`src/design/smss_pkg.sv`:
```
// Shared types and constants for the sorted matrix staircase search block.
`timescale 1ns / 1ps
`default_nettype none

package smss_pkg;

  localparam int DEF_MAX_ROWS      = 16;
  localparam int DEF_MAX_COLS      = 16;
  localparam int DEF_ELEMENT_WIDTH = 32;

  localparam int IDX_W   = 4;
  localparam int FIELD_W = 32;
  localparam int CFG_W   = 5;

  localparam logic FUNC_LOAD   = 1'b0;
  localparam logic FUNC_SEARCH = 1'b1;

  localparam logic REG_ROWS = 1'b0;
  localparam logic REG_COLS = 1'b1;

  localparam logic [CFG_W-1:0] ROWS_RESET = 5'd16;
  localparam logic [CFG_W-1:0] COLS_RESET = 5'd16;

  typedef struct packed {
    logic             found;
    logic [IDX_W-1:0] row;
    logic [IDX_W-1:0] col;
  } smss_res_t;

endpackage

`default_nettype wire

```
`src/design/smss_walk.sv`:
```
// Staircase walk sequencer: one memory read and one compare per step.
`timescale 1ns / 1ps
`default_nettype none

module smss_walk
  import smss_pkg::*;
#(
  parameter int MAX_ROWS      = DEF_MAX_ROWS,
  parameter int MAX_COLS      = DEF_MAX_COLS,
  parameter int ELEMENT_WIDTH = DEF_ELEMENT_WIDTH
) (
  input  wire logic clk,
  input  wire logic rst,
  input  wire logic start,
  input  wire logic [$clog2(MAX_ROWS+1)-1:0] rows,
  input  wire logic [$clog2(MAX_COLS+1)-1:0] cols,
  input  wire logic [ELEMENT_WIDTH-1:0] key_in,
  input  wire logic [ELEMENT_WIDTH-1:0] rdata,
  output logic [((MAX_ROWS > 1) ? $clog2(MAX_ROWS) : 1)
                + ((MAX_COLS > 1) ? $clog2(MAX_COLS) : 1) - 1:0] raddr,
  output logic idle,
  output logic res_valid,
  output smss_res_t res,
  input  wire logic res_take
);

  localparam int RW  = (MAX_ROWS > 1) ? $clog2(MAX_ROWS) : 1;
  localparam int CW  = (MAX_COLS > 1) ? $clog2(MAX_COLS) : 1;
  localparam int RCW = $clog2(MAX_ROWS + 1);
  localparam int CCW = $clog2(MAX_COLS + 1);

  typedef enum logic [2:0] {
    S_IDLE = 3'b001,
    S_WALK = 3'b010,
    S_DONE = 3'b100
  } state_t;

  state_t state, state_next;
  logic [RCW-1:0] x, x_next;
  logic [CCW-1:0] ycnt, ycnt_next;
  logic [ELEMENT_WIDTH-1:0] key, key_next;
  smss_res_t res_next;
  logic [CCW-1:0] ycol, ycol_next;
  logic [RCW+IDX_W-1:0] row_wide;
  logic [CCW+IDX_W-1:0] col_wide;
  logic gt, lt;

  assign ycol      = ycnt - 1'b1;
  assign ycol_next = ycnt_next - 1'b1;
  assign row_wide  = {{IDX_W{1'b0}}, x};
  assign col_wide  = {{IDX_W{1'b0}}, ycol};
  assign gt = $signed(rdata) > $signed(key);
  assign lt = $signed(rdata) < $signed(key);

  always_comb begin
    state_next = state;
    x_next     = x;
    ycnt_next  = ycnt;
    key_next   = key;
    res_next   = res;
    case (state)
      S_IDLE: begin
        if (start) begin
          key_next  = key_in;
          x_next    = '0;
          ycnt_next = cols;
          if (rows == '0 || cols == '0) begin
            res_next   = '0;
            state_next = S_DONE;
          end else begin
            state_next = S_WALK;
          end
        end
      end
      S_WALK: begin
        if (gt) begin
          ycnt_next = ycnt - 1'b1;
          if (ycnt_next == '0) begin
            res_next   = '0;
            state_next = S_DONE;
          end
        end else if (lt) begin
          x_next = x + 1'b1;
          if (x_next == rows) begin
            res_next   = '0;
            state_next = S_DONE;
          end
        end else begin
          res_next.found = 1'b1;
          res_next.row   = row_wide[IDX_W-1:0];
          res_next.col   = col_wide[IDX_W-1:0];
          state_next     = S_DONE;
        end
      end
      S_DONE: begin
        if (res_take) begin
          state_next = S_IDLE;
        end
      end
      default: begin
        state_next = S_IDLE;
      end
    endcase
  end

  assign raddr     = {x_next[RW-1:0], ycol_next[CW-1:0]};
  assign idle      = (state == S_IDLE);
  assign res_valid = (state == S_DONE);

  always_ff @(posedge clk) begin
    if (rst) begin
      state <= S_IDLE;
    end else begin
      state <= state_next;
    end
  end

  always_ff @(posedge clk) begin
    x    <= x_next;
    ycnt <= ycnt_next;
    key  <= key_next;
    res  <= res_next;
  end

  a_walk_in_region: assert property (@(posedge clk) disable iff (rst)
    (state == S_WALK) |-> (x < rows && ycnt != '0))
    else $error("walk position outside the search region");

  a_walk_progress: assert property (@(posedge clk) disable iff (rst)
    (state == S_WALK) |=> (state != S_WALK || x != $past(x) || ycnt != $past(ycnt)))
    else $error("walk step made no progress");

  a_walk_col_monotonic: assert property (@(posedge clk) disable iff (rst)
    (state == S_WALK) |=> (state != S_WALK || ycnt <= $past(ycnt)))
    else $error("walk moved right");

  a_miss_zero_coords: assert property (@(posedge clk) disable iff (rst)
    (state == S_DONE && !res.found) |-> (res.row == '0 && res.col == '0))
    else $error("not found result with nonzero coordinates");

  a_start_when_idle: assert property (@(posedge clk) disable iff (rst)
    start |-> (state == S_IDLE))
    else $error("search started while busy");

endmodule

`default_nettype wire

```
`config.mk`:
```
export PLATFORM = sky130hd
export DESIGN_NAME = smss_walk
export DESIGN_NICKNAME = d
export VERILOG_FILES = /design/src/design/smss_pkg.sv /design/src/design/smss_walk.sv
export SDC_FILE = /design/constraint.sdc
export NUM_CORES = 1
export LEC_CHECK = 0
export ABC_AREA = 1
export BUFFER_PORTS_ARGS = -buffer_cell sky130_fd_sc_hd__buf_2
export CELL_PAD_IN_SITES_DETAIL_PLACEMENT = 1
export CELL_PAD_IN_SITES_GLOBAL_PLACEMENT = 1
export CORE_UTILIZATION = 38
export DETAILED_ROUTE_END_ITERATION = 12
export PLACE_DENSITY_LB_ADDON = 0.1
export RECOVER_POWER = 100
export SYNTH_ARGS = -nofsm -noshare
export SYNTH_HDL_FRONTEND = slang
export SYNTH_SLANG_ARGS = --single-unit
```
`constraint.sdc`:
```
create_clock -name clk -period 3.89 [get_ports clk]
set_clock_uncertainty 0.1 [all_clocks]
set_input_delay 0.389 -clock clk [delete_from_list [all_inputs] [get_ports clk]]
set_output_delay 0.389 -clock clk [all_outputs]
set_load 0.05 [all_outputs]
```
==> qor.log <==
[run_status] status completed
[floorplan] die outline height 93.63 µm
[floorplan] die area 8767 µm²
[clocking] # clock sinks 54
[power_and_ir_drop] switching power 1.405 mW
[synthesis] dominant synthesized flop cell sky130_fd_sc_hd__edfxtp_1
[timing] unrepaired setup endpoints after global routing false
[clocking] cts-stage hold buffer count 0
[timing] maximum operating frequency 293.1 MHz
[place] Port-buffer cells 96
[cells_and_area] Sequential cell area 1511 µm²
[synthesis] xor and xnor area share after synthesis 2.745%
[cells_and_area] layout overhead on the synthesized area 20.82%
[critical_path] register-to-register setup slack 980 ps
[floorplan] starting density of the core 39.03%
[clocking] CTS root buffer sky130_fd_sc_hd__clkbuf_8
[global_route] total gr overflow 0
[clocking] TritonCTS clock tree built
[cells_and_area] number of nets in the layout 555
[timing] final hold violations 0
[route] Wirelength per Cell 13.33 µm
[power_and_ir_drop] internal power 1.468 mW
[timing] post-layout worst setup margin 477.8 ps
[power_and_ir_drop] power share of the sequential group 33.0%
[synthesis] dominant combinational cell family by area after synthesis simple AND/OR/NAND/NOR gates
[cells_and_area] ratio of cells with drive above 1 in the final layout 25.79%
[global_route] GRT Util Overall 17.53%
[route] final wirelength 7289 µm
[synthesis] average footprint of a synthesized cell 9.356 µm²
[power_and_ir_drop] Sw Share 48.90%
[cells_and_area] # diodes 0
[critical_path] cell depth of the worst flop-to-flop path 16
[worst_hold_path] class of the tightest hold or removal check in -> reg
[critical_path] critical path required time 3400 ps
[power_and_ir_drop] power per unit of standard cell area 745.3 nW/µm²
[synthesis] number of distinct library cell variants in the gate-level netlist after synthesis 34
[timing] post-route setup TNS 0 ps
[clocking] Gates resized, CTS repair 0
[place] placement-stage worst setup slack 703.6 ps
[synthesis] share of synthesized cell area in full adder, half adder and majority cells 14.12%
[synthesis] EDFF count, synth 43
[floorplan] Boundary Pins 97
[place] Post-DP HPWL 6047 µm
[timing] Max Slew Vio Count 0
[route] Pre-antenna DRT Iters 4
[power_and_ir_drop] clock group share of total power 13.3%
[critical_path] startpoint class of the critical path flop
[place] weighted congestion at the end of routability-driven global placement 0.8251
[synthesis] Mapped Cells 341
[clocking] number of setup buffers added after CTS 0
[route] average via count per standard cell 4.671
[worst_hold_path] WHS Path Cells 2
[floorplan] overall die width 93.63 µm
[timing] final worst path period share 87.72%
[run] number of violations of the max-capacitance limit 0
[clocking] maximum clock path buffer count 2
[synthesis] Yosys warning total 0
[synthesis] area fraction in compound gates after synthesis 6.078%
[global_route] maximum number of pins on one net before global-route repair 23
[timing] Setup-failing EPs final 0
[route] number of nets with antenna violations after detailed routing 0
[critical_path] data arrival time of the critical path 2920 ps
[route] initial drt markers 41
[power_and_ir_drop] Combinational Power Share 53.7%
[global_route] number of global-route vias before repair 2558
[global_route] initial antenna violation count 0
[synthesis] share of synthesized registers carrying an async set or reset 0%
[floorplan] row count 33
[timing] relative slew slack 16.05%
[timing] minimum period implied by the final worst setup slack 3412 ps
[timing] Tightest Pin Transition 1259 ps
[synthesis] Mapped Nets 455
[critical_path] type of the worst setup path reg -> out
[critical_path] category of the worst setup path capture point output pin
[synthesis] Synth Register Bits 54
[global_route] global-route wire length before repair 11680 µm
[power_and_ir_drop] worst ir drop on vdd 1.095 mV
[cells_and_area] area of combinational cells with multiple inputs 1356 µm²
[clocking] clock transition at the register clock pins on the worst setup and hold paths after CTS 100 ps
[route] Vias 2555
[synthesis] combined area of all synthesized cells 3191 µm²
[power_and_ir_drop] static leakage 1.914 nW
[synthesis] portion of netlist area occupied by mux cells 0%
[synthesis] simple-gate area share of the yosys netlist 20.04%
[cells_and_area] number of fill cells in the layout 1001
[clocking] source-to-sink clock delay at the later pin of the worst-skew pair 310 ps
[clocking] total clock buffers created by CTS 5
[floorplan] core area 8175 µm²
[timing] final worst hold slack 132.9 ps
[critical_path] maximum fanout along the worst path 5
[clocking] CTS HTree Levels 2
[route] total DRC errors in the routed layout 0
[synthesis] share of synthesized area occupied by flip-flops and latches 47.37%
-- worst max-delay path: stages (launching register included) --
cell and delay, ps:
sky130_fd_sc_hd__edfxtp_1 330, sky130_fd_sc_hd__inv_1 40, sky130_fd_sc_hd__ha_1 300, sky130_fd_sc_hd__nand2_1 100, sky130_fd_sc_hd__nor3_2 250, sky130_fd_sc_hd__nand2_1 90, sky130_fd_sc_hd__nand2_1 70, sky130_fd_sc_hd__nand2_1 80
sky130_fd_sc_hd__nand2_1 70, sky130_fd_sc_hd__nand2_1 130, sky130_fd_sc_hd__and2_0 210, sky130_fd_sc_hd__nor2_1 250, sky130_fd_sc_hd__inv_1 120, sky130_fd_sc_hd__o21ai_0 220, sky130_fd_sc_hd__clkbuf_2 320
-- layer usage --
layer | vias up | global-route usage, % | routed length, µm
met5 | - | 0 | 0
met4 | 0 | 6.154 | 121
met3 | 8 | 3.333 | 315
met2 | 55 | 31.86 | 3729
met1 | 1190 | 20.43 | 3123
li1 | 1302 | - | -
-- state kept, by name (all words and copies together), names as in the netlist --
signal / count
ycnt: 5
state: 3
x: 5
key: 32
res: 9
-- per-stage QoR --
stage / utilization [%] / total power, mW / cell area, µm² / std cells
5_1_grt: 47.15 / 3.108 / 3855 / 547
2_1_floorplan: - / 2.166 / 3203 / 341
6_report: 47.15 / 2.873 / 3855 / 547
3_3_place_gp: 46.39 / 2.525 / 3792 / 539
4_1_cts: 47.72 / 2.966 / 3901 / 547
3_5_place_dp: 46.39 / 2.573 / 3792 / 539
-- placed cells by master, fill, tap and decap left out, drive strengths merged, types with 2 or more instances in the layout --
master / instances
buf: 77
inv: 75
nand2: 67
edfxtp: 43
ha: 36
nor2: 34
clkbuf: 26
a21oi: 15
nand3: 15
dfxtp: 11
o21ai: 10
xor2: 8
nand4: 7
nor3: 4
xnor2: 2
nor4: 2
o21a: 2
-- path summary, 6_finish.rpt --
kind                            startpoint        to
worst max-delay path               key[15]  raddr[4]
worst min-delay path                   rst  state[2]
worst max register to register     key[13]    res[0]
worst min register to register        x[3]      x[3]
-- cells in the mapped netlist (3+ instances only) --
| master | number | area, µm² |
|---|---|---|
| sky130_fd_sc_hd__buf_4 | 4 | 30.03 |
| sky130_fd_sc_hd__nand2_1 | 59 | 221.5 |
| sky130_fd_sc_hd__xor2_1 | 8 | 70.07 |
| sky130_fd_sc_hd__edfxtp_1 | 43 | 1291 |
| sky130_fd_sc_hd__nor2_1 | 26 | 97.59 |
| sky130_fd_sc_hd__inv_1 | 71 | 266.5 |
| sky130_fd_sc_hd__nand3_2 | 3 | 30.03 |
| sky130_fd_sc_hd__nand3_1 | 11 | 55.05 |
| sky130_fd_sc_hd__nor3_1 | 3 | 15.01 |
| sky130_fd_sc_hd__ha_1 | 36 | 450.4 |
| sky130_fd_sc_hd__o21ai_0 | 10 | 50.05 |
| sky130_fd_sc_hd__a21oi_1 | 13 | 65.06 |
| sky130_fd_sc_hd__nand2_2 | 8 | 50.05 |
| sky130_fd_sc_hd__dfxtp_1 | 11 | 220.2 |
| sky130_fd_sc_hd__nor2_2 | 5 | 31.28 |
| sky130_fd_sc_hd__nand4_1 | 6 | 37.54 |
| sky130_fd_sc_hd__nor2_4 | 3 | 33.78 |
| sky130_fd_sc_hd__inv_2 | 3 | 11.26 |
-- cell type report --
| type | count | area share (%) |
|---|---|---|
| sequential | 54 | 39.21 |
| multi-input combinational | 209 | 35.18 |
| timing repair buffer | 97 | 12.17 |
| inverter | 74 | 7.205 |
| tap | 105 | 3.408 |
| clock buffer | 6 | 1.883 |
| clock inverter | 2 | 0.9413 |
-- cell families after synthesis --
group	Yosys count
and+or+nand+nor	131
xor gates and xnor gates	10
DFF	54
buffers and inverters	78
AOI/OAI and AO/OA	32
adders and majority gates	36
-- power by group through the flow --
stage	clock network, mW	logic, mW	registers, mW
2_1_floorplan	0	1.07	1.10
3_3_place_gp	0	1.57	0.954
3_5_place_dp	0	1.61	0.962
4_1_cts	0.394	1.62	0.949
5_1_grt	0.419	1.72	0.969
6_report	0.381	1.54	0.948
Note: power is estimated with default switching activity, not from simulation.
